===== src/hw/rtl/okl_pkg.sv =====
// ----------------------------------------------------------------------------
// okl_pkg
// Shared types and codes for the opposing-key last-input-priority unit.
// ----------------------------------------------------------------------------
package okl_pkg;

   localparam int CODE_W = 32;
   localparam int TIME_W = 63;

   // action codes
   localparam logic ACT_PRESS   = 1'b0;
   localparam logic ACT_RELEASE = 1'b1;

   typedef struct packed {
      logic              action;
      logic [CODE_W-1:0] key_code;
      logic [CODE_W-1:0] opposite_code;
      logic [TIME_W-1:0] event_time;
   } okl_req_type;

   typedef struct packed {
      logic [CODE_W-1:0] emit_code;
      logic              emit_pressed;
      logic [TIME_W-1:0] emit_time;
      logic              last_of_run;
   } okl_rsp_type;

   // one pair table entry
   typedef struct packed {
      logic [CODE_W-1:0] key;
      logic [CODE_W-1:0] opposite;
      logic              held;
      logic              active;
   } okl_entry_type;

   // pending result of the item in flight
   typedef struct packed {
      logic              vld;
      logic [CODE_W-1:0] code;
      logic              pressed;
   } okl_slot_type;

   // word handed from the sequencer to the output register
   typedef struct packed {
      logic        valid;
      okl_rsp_type word;
   } okl_emit_type;

endpackage


===== src/hw/rtl/okl_table_ram.sv =====
// ----------------------------------------------------------------------------
// okl_table_ram
// Pair table storage: one write port, one read port, registered read data.
// ----------------------------------------------------------------------------
module okl_table_ram #(
   parameter int DEPTH  = 16,
   parameter int ADDR_W = 4
) (
   input  logic                  clock,
   input  logic                  wr_en,
   input  logic [ADDR_W-1:0]     wr_addr,
   input  okl_pkg::okl_entry_type wr_data,
   input  logic                  rd_en,
   input  logic [ADDR_W-1:0]     rd_addr,
   output okl_pkg::okl_entry_type rd_data
);

   okl_pkg::okl_entry_type mem_ff [DEPTH];
   okl_pkg::okl_entry_type rd_data_ff;

   always_ff @(posedge clock) begin
      if (wr_en) begin
         mem_ff[wr_addr] <= wr_data;
      end
      if (rd_en) begin
         rd_data_ff <= mem_ff[rd_addr];
      end
   end

   assign rd_data = rd_data_ff;

endmodule


===== src/hw/rtl/okl_ctrl.sv =====
// ----------------------------------------------------------------------------
// okl_ctrl
// Sequencer: scans the pair table, updates the item's own entry and its
// opposer entry by read-modify-write, and queues up to two result words.
// ----------------------------------------------------------------------------
module okl_ctrl #(
   parameter int TABLE_ENTRIES = 16,
   parameter int IDX_W         = 4,
   parameter int CNT_W         = 5
) (
   input  logic                   clock,
   input  logic                   reset,
   input  logic                   req_valid,
   output logic                   req_ready,
   input  okl_pkg::okl_req_type   req_data,
   output logic                   wr_en,
   output logic [IDX_W-1:0]       wr_addr,
   output okl_pkg::okl_entry_type wr_data,
   output logic                   rd_en,
   output logic [IDX_W-1:0]       rd_addr,
   input  okl_pkg::okl_entry_type rd_data,
   output okl_pkg::okl_emit_type  emit,
   input  logic                   emit_ready
);

   typedef enum logic [2:0] {
      ST_IDLE,
      ST_SCAN,
      ST_DECIDE,
      ST_OPP_RD,
      ST_OPP_CHK,
      ST_SELF_ACT,
      ST_EMIT
   } state_type;

   state_type            state_ff, state_in;
   okl_pkg::okl_req_type item_ff, item_in;
   logic [CNT_W-1:0]     count_ff, count_in;
   logic [CNT_W-1:0]     rd_cnt_ff, rd_cnt_in;
   logic                 pipe_vld_ff, pipe_vld_in;
   logic [IDX_W-1:0]     pipe_idx_ff, pipe_idx_in;
   logic                 self_fnd_ff, self_fnd_in;
   logic                 self_act_ff, self_act_in;
   logic [IDX_W-1:0]     self_idx_ff, self_idx_in;
   logic                 opp_fnd_ff, opp_fnd_in;
   logic [IDX_W-1:0]     opp_idx_ff, opp_idx_in;
   okl_pkg::okl_slot_type slot0_ff, slot0_in;
   okl_pkg::okl_slot_type slot1_ff, slot1_in;
   logic                 emit_sel_ff, emit_sel_in;

   logic is_press;
   logic tbl_full;

   assign is_press = (item_ff.action == okl_pkg::ACT_PRESS);
   assign tbl_full = (count_ff == CNT_W'(TABLE_ENTRIES));

   always_comb begin
      logic [IDX_W-1:0]      sidx;
      okl_pkg::okl_slot_type cur;

      state_in    = state_ff;
      item_in     = item_ff;
      count_in    = count_ff;
      rd_cnt_in   = rd_cnt_ff;
      pipe_vld_in = 1'b0;
      pipe_idx_in = pipe_idx_ff;
      self_fnd_in = self_fnd_ff;
      self_act_in = self_act_ff;
      self_idx_in = self_idx_ff;
      opp_fnd_in  = opp_fnd_ff;
      opp_idx_in  = opp_idx_ff;
      slot0_in    = slot0_ff;
      slot1_in    = slot1_ff;
      emit_sel_in = emit_sel_ff;

      req_ready = 1'b0;
      wr_en     = 1'b0;
      wr_addr   = self_idx_ff;
      wr_data   = '{key: item_ff.key_code, opposite: item_ff.opposite_code,
                    held: 1'b1, active: 1'b1};
      rd_en     = 1'b0;
      rd_addr   = rd_cnt_ff[IDX_W-1:0];
      emit      = '0;

      sidx = self_fnd_ff ? self_idx_ff : count_ff[IDX_W-1:0];
      cur  = emit_sel_ff ? slot1_ff : slot0_ff;

      // compare the word read in the previous scan cycle; first hit wins
      if (pipe_vld_ff) begin
         if (!self_fnd_ff && rd_data.key == item_ff.key_code &&
             rd_data.opposite == item_ff.opposite_code) begin
            self_fnd_in = 1'b1;
            self_idx_in = pipe_idx_ff;
            self_act_in = rd_data.active;
         end
         if (!opp_fnd_ff && rd_data.opposite == item_ff.key_code) begin
            opp_fnd_in = 1'b1;
            opp_idx_in = pipe_idx_ff;
         end
      end

      case (state_ff)
         ST_IDLE: begin
            req_ready = 1'b1;
            if (req_valid) begin
               item_in     = req_data;
               rd_cnt_in   = '0;
               self_fnd_in = 1'b0;
               self_act_in = 1'b0;
               opp_fnd_in  = 1'b0;
               slot0_in    = '0;
               slot1_in    = '0;
               emit_sel_in = 1'b0;
               state_in    = ST_SCAN;
            end
         end
         ST_SCAN: begin
            if (rd_cnt_ff < count_ff) begin
               rd_en       = 1'b1;
               rd_addr     = rd_cnt_ff[IDX_W-1:0];
               rd_cnt_in   = rd_cnt_ff + CNT_W'(1);
               pipe_vld_in = 1'b1;
               pipe_idx_in = rd_cnt_ff[IDX_W-1:0];
            end else begin
               state_in = ST_DECIDE;
            end
         end
         ST_DECIDE: begin
            if (is_press) begin
               if (!self_fnd_ff && tbl_full) begin
                  state_in = ST_IDLE;
               end else begin
                  // mark held; active stays until the opposer is resolved
                  wr_en       = 1'b1;
                  wr_addr     = sidx;
                  wr_data     = '{key: item_ff.key_code,
                                  opposite: item_ff.opposite_code,
                                  held: 1'b1,
                                  active: self_fnd_ff & self_act_ff};
                  self_idx_in = sidx;
                  if (!self_fnd_ff) begin
                     count_in = count_ff + CNT_W'(1);
                     // freshly appended key that opposes itself
                     if (!opp_fnd_ff && item_ff.opposite_code == item_ff.key_code) begin
                        opp_fnd_in = 1'b1;
                        opp_idx_in = sidx;
                     end
                  end
                  slot1_in = '{vld: 1'b1, code: item_ff.key_code, pressed: 1'b1};
                  if (opp_fnd_ff ||
                      (!self_fnd_ff && item_ff.opposite_code == item_ff.key_code)) begin
                     state_in = ST_OPP_RD;
                  end else begin
                     state_in = ST_SELF_ACT;
                  end
               end
            end else begin
               if (!self_fnd_ff) begin
                  state_in = ST_IDLE;
               end else begin
                  wr_en    = 1'b1;
                  wr_addr  = self_idx_ff;
                  wr_data  = '{key: item_ff.key_code,
                               opposite: item_ff.opposite_code,
                               held: 1'b0, active: 1'b0};
                  slot0_in = '{vld: self_act_ff, code: item_ff.key_code,
                               pressed: 1'b0};
                  state_in = opp_fnd_ff ? ST_OPP_RD : ST_EMIT;
               end
            end
         end
         ST_OPP_RD: begin
            // own entry was written last cycle, so this read sees it
            rd_en    = 1'b1;
            rd_addr  = opp_idx_ff;
            state_in = ST_OPP_CHK;
         end
         ST_OPP_CHK: begin
            wr_addr = opp_idx_ff;
            if (is_press) begin
               if (rd_data.held && rd_data.active) begin
                  wr_en    = 1'b1;
                  wr_data  = '{key: rd_data.key, opposite: rd_data.opposite,
                               held: rd_data.held, active: 1'b0};
                  slot0_in = '{vld: 1'b1, code: rd_data.key, pressed: 1'b0};
               end
               state_in = ST_SELF_ACT;
            end else begin
               if (rd_data.held && !rd_data.active) begin
                  wr_en    = 1'b1;
                  wr_data  = '{key: rd_data.key, opposite: rd_data.opposite,
                               held: rd_data.held, active: 1'b1};
                  slot1_in = '{vld: 1'b1, code: rd_data.key, pressed: 1'b1};
               end
               state_in = ST_EMIT;
            end
         end
         ST_SELF_ACT: begin
            // after the opposer write, so a self-opposed key ends active
            wr_en    = 1'b1;
            wr_addr  = self_idx_ff;
            state_in = ST_EMIT;
         end
         ST_EMIT: begin
            emit.valid = cur.vld;
            emit.word  = '{emit_code: cur.code, emit_pressed: cur.pressed,
                           emit_time: item_ff.event_time,
                           last_of_run: emit_sel_ff | ~slot1_ff.vld};
            if (!cur.vld || emit_ready) begin
               if (emit_sel_ff || !slot1_ff.vld) begin
                  state_in = ST_IDLE;
               end else begin
                  emit_sel_in = 1'b1;
               end
            end
         end
         default: begin
            state_in = ST_IDLE;
         end
      endcase
   end

   always_ff @(posedge clock) begin
      if (reset) begin
         state_ff    <= ST_IDLE;
         count_ff    <= '0;
         pipe_vld_ff <= 1'b0;
      end else begin
         state_ff    <= state_in;
         count_ff    <= count_in;
         pipe_vld_ff <= pipe_vld_in;
      end
      item_ff     <= item_in;
      rd_cnt_ff   <= rd_cnt_in;
      pipe_idx_ff <= pipe_idx_in;
      self_fnd_ff <= self_fnd_in;
      self_act_ff <= self_act_in;
      self_idx_ff <= self_idx_in;
      opp_fnd_ff  <= opp_fnd_in;
      opp_idx_ff  <= opp_idx_in;
      slot0_ff    <= slot0_in;
      slot1_ff    <= slot1_in;
      emit_sel_ff <= emit_sel_in;
   end

   a_count_bound: assert property (@(posedge clock) disable iff (reset)
      count_ff <= CNT_W'(TABLE_ENTRIES))
      else $error("pair count beyond table size");

   a_accept_scan: assert property (@(posedge clock) disable iff (reset)
      req_valid && req_ready |=> state_ff == ST_SCAN)
      else $error("accepted word did not start a scan");

   a_scan_done: assert property (@(posedge clock) disable iff (reset)
      state_ff == ST_DECIDE |-> rd_cnt_ff == count_ff && !pipe_vld_ff)
      else $error("decision taken before scan drained");

   a_count_grow: assert property (@(posedge clock) disable iff (reset)
      !$past(reset) && count_ff != $past(count_ff) |->
         $past(state_ff) == ST_DECIDE && $past(is_press) && !$past(tbl_full))
      else $error("pair count changed outside an append");

endmodule


===== src/hw/rtl/okl_rsp_reg.sv =====
// ----------------------------------------------------------------------------
// okl_rsp_reg
// Output register for result words; frees the sequencer while a word waits.
// ----------------------------------------------------------------------------
module okl_rsp_reg (
   input  logic                  clock,
   input  logic                  reset,
   input  okl_pkg::okl_emit_type emit,
   output logic                  emit_ready,
   output logic                  rsp_valid,
   input  logic                  rsp_ready,
   output okl_pkg::okl_rsp_type  rsp_data
);

   logic                 rsp_valid_ff;
   okl_pkg::okl_rsp_type rsp_data_ff;

   assign emit_ready = !rsp_valid_ff || rsp_ready;

   always_ff @(posedge clock) begin
      if (reset) begin
         rsp_valid_ff <= 1'b0;
      end else if (emit.valid && emit_ready) begin
         rsp_valid_ff <= 1'b1;
      end else if (rsp_ready) begin
         rsp_valid_ff <= 1'b0;
      end
      if (emit.valid && emit_ready) begin
         rsp_data_ff <= emit.word;
      end
   end

   assign rsp_valid = rsp_valid_ff;
   assign rsp_data  = rsp_data_ff;

endmodule


===== src/hw/rtl/opposing_key_last_input_priority_unit.sv =====
// ----------------------------------------------------------------------------
// opposing_key_last_input_priority_unit
// Last-input-priority resolver for opposing key pairs, table held in RAM.
// ----------------------------------------------------------------------------
//  channel | ports                          | word
//  --------+--------------------------------+-------------------------------
//  request | req_valid, req_ready, req_data | action, key, opposite, time
//  result  | rsp_valid, rsp_ready, rsp_data | code, pressed, time, last
//
//  One key event at a time. The table RAM's single read port sets the
//  cost: a linear scan over the stored pairs, then the update steps, then
//  the emit step, which hands out each result word in turn and is reached
//  even with no word unless the event is dropped. Reset clears the pair
//  count and the sequencer state only; entries past the count are never
//  read, so there is no clearing pass. A stalled result waits in the output
//  register; the sequencer holds in its emit step until the register frees.
// ----------------------------------------------------------------------------
module opposing_key_last_input_priority_unit #(
   parameter int TABLE_ENTRIES = 16
) (
   input  logic                 clock,
   input  logic                 reset,
   input  logic                 req_valid,
   output logic                 req_ready,
   input  okl_pkg::okl_req_type req_data,
   output logic                 rsp_valid,
   input  logic                 rsp_ready,
   output okl_pkg::okl_rsp_type rsp_data
);

   localparam int IDX_W = (TABLE_ENTRIES > 1) ? $clog2(TABLE_ENTRIES) : 1;
   localparam int CNT_W = $clog2(TABLE_ENTRIES + 1);

   logic                   wr_en;
   logic [IDX_W-1:0]       wr_addr;
   okl_pkg::okl_entry_type wr_data;
   logic                   rd_en;
   logic [IDX_W-1:0]       rd_addr;
   okl_pkg::okl_entry_type rd_data;
   okl_pkg::okl_emit_type  emit;
   logic                   emit_ready;

   okl_table_ram #(
      .DEPTH  (TABLE_ENTRIES),
      .ADDR_W (IDX_W)
   ) u_ram (
      .clock   (clock),
      .wr_en   (wr_en),
      .wr_addr (wr_addr),
      .wr_data (wr_data),
      .rd_en   (rd_en),
      .rd_addr (rd_addr),
      .rd_data (rd_data)
   );

   okl_ctrl #(
      .TABLE_ENTRIES (TABLE_ENTRIES),
      .IDX_W         (IDX_W),
      .CNT_W         (CNT_W)
   ) u_ctrl (
      .clock      (clock),
      .reset      (reset),
      .req_valid  (req_valid),
      .req_ready  (req_ready),
      .req_data   (req_data),
      .wr_en      (wr_en),
      .wr_addr    (wr_addr),
      .wr_data    (wr_data),
      .rd_en      (rd_en),
      .rd_addr    (rd_addr),
      .rd_data    (rd_data),
      .emit       (emit),
      .emit_ready (emit_ready)
   );

   okl_rsp_reg u_rsp (
      .clock      (clock),
      .reset      (reset),
      .emit       (emit),
      .emit_ready (emit_ready),
      .rsp_valid  (rsp_valid),
      .rsp_ready  (rsp_ready),
      .rsp_data   (rsp_data)
   );

endmodule


===== config.mk =====
export PLATFORM = sky130hd
export DESIGN_NAME = opposing_key_last_input_priority_unit
export DESIGN_NICKNAME = d
export VERILOG_FILES = /design/src/hw/rtl/okl_pkg.sv /design/src/hw/rtl/okl_table_ram.sv /design/src/hw/rtl/okl_ctrl.sv /design/src/hw/rtl/okl_rsp_reg.sv /design/src/hw/rtl/opposing_key_last_input_priority_unit.sv
export SDC_FILE = /design/constraint.sdc
export NUM_CORES = 2
export LEC_CHECK = 0
export BUFFER_PORTS_ARGS = -buffer_cell sky130_fd_sc_hd__buf_2
export CORE_MARGIN = 2
export CORE_UTILIZATION = 40
export CTS_CLUSTER_DIAMETER = 100
export CTS_CLUSTER_SIZE = 25
export DETAILED_ROUTE_END_ITERATION = 10
export MAX_ROUTING_LAYER = met4
export PLACE_DENSITY = 0.62
export SYNTH_ARGS = -nofsm -noshare
export SYNTH_HDL_FRONTEND = slang
export SYNTH_HIERARCHICAL = 1
export SYNTH_SLANG_ARGS = --single-unit
export TNS_END_PERCENT = 5

===== constraint.sdc =====
create_clock -name clock -period 23.7 [get_ports clock]
set_clock_uncertainty 0.15 [all_clocks]
set_input_delay 1.185 -clock clock [delete_from_list [all_inputs] [get_ports clock]]
set_output_delay 1.185 -clock clock [all_outputs]
set_load 0.05 [all_outputs]

==> impl_metrics.yaml <==
route:
  met3_length_mm: 11.6
  dr.pass1.iters: 5
  routedWlPerCell_um: 29.3
  drt-total-wl_mm: 141
  vias_per_cell: 5.72
  drtIter0Drc: 3436
  drc: 0
  met2WireLength_mm: 66.3
  num_vias: 27500
  wl_met1_mm: 58.4
  ant_nets: 0
  highest_layer: "met4"
placement:
  port_buffers: 230
  place.gp.congestion: 0.875
  post-dp-hpwl_mm: 82.6
pwr:
  leakage_nw: 18.9
  total_power_mw: 5.27
  ir_worst_vdd_v: 0.0000517
  power_density_nw_per_um2: 86.1
grt:
  grt_pass1_wl_mm: 201
  grt_pass1_vias: 27100
  track_usage: 0.204
  antenna_found_initial: 6
  gr-total-overflow: 0
  grt_max_degree: 95
min_path:
  hold_class: "flop to flop"
worst_setup_path:
  start_kind: "flop"
  worst_ep_arrival_time_ps: 6170
  crit_chain: "nor2b_1, nand2_1, mux2_8, buf_4, buf_4, buf_4, mux4_2, a22oi_1, nand2_1"
  crit_start: "u_ctrl/state_ff[1]"
  critPathTopFamily: "buffers and inverters"
  timing.rr.start: "u_ctrl/state_ff[1]"
  endpoint: "u_ram/rd_data[40]"
  required_ps: 24000
  crit_fanout: 56
  end_kind: "flop"
  critPathBufInv: 3
  r2r-end: "u_ram/rd_data[40]"
  crit_top_cell: "buf_4"
  crit_type: "flop to flop"
  rrSetupSlack_ps: 17830
  slowest_stage: "buf_4"
  reg2regPathDepth: 9
  slowest_delay_ps: 850
  cp.depth: 9
logic_synthesis:
  synthAdderAreaFrac: 0.00157
  synth_top_family_by_area: "multiplexers"
  syn_area_per_cell_um2: 20.4
  ys.flop_type: "edfxtp_1"
  synth_top_area_frac: 0.768
  synth_simple_gate_area_frac: 0.0347
  synth-compound-area-share: 0.0332
  ys_warn_count: 6
  synth-xor-area-share: 0.0195
  synthesis.nets: 2870
  yosysTopAreaCell: "edfxtp_1"
  async_reset_ff_frac: 0
  ys_seq_area_frac: 0.776
  synthTopCellsByArea: "edfxtp_1 77%, mux4_2 11%, a22oi_1 1.8%, xnor2_1 1.5%, nand2_1 1.0%"
  synth_cells: 2731
  synth_mux_area_frac: 0.122
  synth-edff-count: 1423
  syn_area_um2: 55600
  yosys.cell_types.count: 62
  ys_ff_latch: 1444
floorplanning:
  num_rows: 136
  die_x_um: 377
  die_height_um: 377
  start_util: 0.404
  core_area_um2: 138000
  io_pins: 231
  die_area_um2: 142000
timing:
  slew_headroom: 0.189
  period_share: 0.247
  clock.fmax_mhz: 171
  drv_slew: 0
  hold_viol: 0
  min_period_ps: 5870
  grt_setup_unrepaired: "no"
  max_slew.worst_pin.slew_ps: 1210
  setup_tns_ps: 0
  hold-worst-slack_ps: 356
  setup_violations: 0
clock_tree:
  cts_max_level: 3
  numCtsBuffers: 68
  cts_num_sinks: 1444
  cts.path.max_buffers: 3
  clkTransAtPathRegs_ps: 100
  cts_resized: 0
  clk_latency_ps: 730
  post_cts_buffers: 0
  cts_tree: "built"
  clockRootBuffer: "clkbuf_16"
  cts_hold_buf: 0
outcome:
  outcome: "completed"
layout:
  area_growth_pct: 10.1
  drive_above_1_share: 0.242
  nNetsFinal: 3123
job:
  max-cap-violations: 0
-- synth_stat cells, types with 3 or more instances --
cell       instances
dfxtp_1           21
a21oi_1           11
nor4_1            11
a22oi_1          132
buf_6              8
ha_1               7
o21ai_0           46
o2111ai_1          3
nand2_1          151
a31oi_1            5
a22o_1            30
inv_1             30
xor2_1            29
and3_1             5
buf_1             11
xnor2_1           93
buf_2              9
mux2i_1           42
nor2_1            73
nand2b_1           9
nor2b_1           10
nand3_1           11
mux4_2           264
o22ai_1            5
nand4_1           26
a21o_1             3
nor3_1            14
or3b_1             4
buf_4             16
mux2_2            34
edfxtp_1        1423
and2_1            66
a221o_1            4
clkbuf_1          90
-- metrics by stage --
stage                     cells  worst slack [ps]  utilization  area (µm²)
final                      4810             17830        0.445       61200
after floorplan            2731             16160            -       55600
after global routing       4809             17240        0.445       61200
after detailed placement   4708             17640        0.430       59300
after CTS                  4804             17620        0.445       61200
after global placement     4708             17700        0.430       59300
-- sequential cells by signal (all words and copies together), names as in the netlist --
signal and cells:
u_ram/rd_data 66, u_ctrl/item_ff 128, u_ctrl/pipe_idx_ff 4, u_ctrl/slot0_ff 33, u_ctrl/self_fnd_ff 1, u_ctrl/count_ff 5
u_ctrl/slot1_ff 33, u_ctrl/self_act_ff 1, u_ram/mem_ff 1056, u_rsp/rsp_valid 1, u_ctrl/state_ff 3, u_ctrl/opp_idx_ff 4
u_ctrl/self_idx_ff 4, u_ctrl/pipe_vld_ff 1, u_ctrl/emit_sel_ff 1, u_ctrl/opp_fnd_ff 1, u_ctrl/rd_cnt_ff 5, u_rsp/rsp_data 97
-- cell type report --
| class | instances | area [µm²] |
|---|---|---|
| timing repair buffer | 317 | 1800 |
| antenna | 6 | 15.0 |
| fill | 11600 | 76400 |
| tap | 1794 | 2240 |
| clock inverter | 10 | 175 |
| clock buffer | 86 | 1770 |
| inverter | 30 | 113 |
| sequential | 1444 | 43200 |
| multi-input combinational | 1123 | 12000 |
-- kinds of logic (layout without fill, tap and decap cells) --
logic type	Yosys count	in the layout
buf+inv	164	443
mux	342	342
fa+ha+maj	7	7
compound gates	257	257
xor+xnor	123	123
simple gates	394	394
other cells	0	6
flops	1444	1444
-- placed cells by master (no fill, tap or decap), drive strengths merged, types with 4 or more instances in the layout --
master / n
edfxtp: 1423
buf: 317
mux4: 264
nand2: 151
a22oi: 132
xnor2: 94
clkbuf: 86
nor2: 73
and2: 67
o21ai: 47
mux2i: 42
mux2: 36
inv: 34
a22o: 30
xor2: 29
nand4: 26
dfxtp: 21
nor3: 14
a21oi: 12
nor4: 12
nand3: 11
nand2b: 10
nor2b: 10
ha: 7
diode: 6
o22ai: 5
and3: 5
a31oi: 5
or3b: 5
a221o: 4
-- worst min-delay path: cells and delay by family, from the launching register on --
kind	cells	cell delay, ps
AOI/OAI and AO/OA	2	130
DFF	1	340
-- how the worst min path moves through the flow --
stage                                   from            endpoint  slack (ps)  depth (start not counted)
after CTS                 u_ctrl/self_act_ff  u_ctrl/self_act_ff         360                          2
after global routing      u_ctrl/self_act_ff  u_ctrl/self_act_ff         380                          2
after global placement    u_ctrl/self_act_ff  u_ctrl/self_act_ff         330                          2
after detailed placement  u_ctrl/self_act_ff  u_ctrl/self_act_ff         340                          2
final                     u_ctrl/self_act_ff  u_ctrl/self_act_ff         360                          2
after floorplan           u_ctrl/self_act_ff  u_ctrl/self_act_ff         310                          2
-- metal layers --
metal	track usage	vias to the layer above
met5	-	-
met4	0.0642	0
met3	0.0386	189
met2	0.312	1269
met1	0.277	14500
li1	-	11500
-- power breakdown --
group          internal, mW  switching [mW]  total, mW
clock network         0.552           0.781       1.33
registers              2.99           0.103       3.09
logic                 0.343           0.508      0.851
No activity file was read; power rests on OpenSTA's default activity.
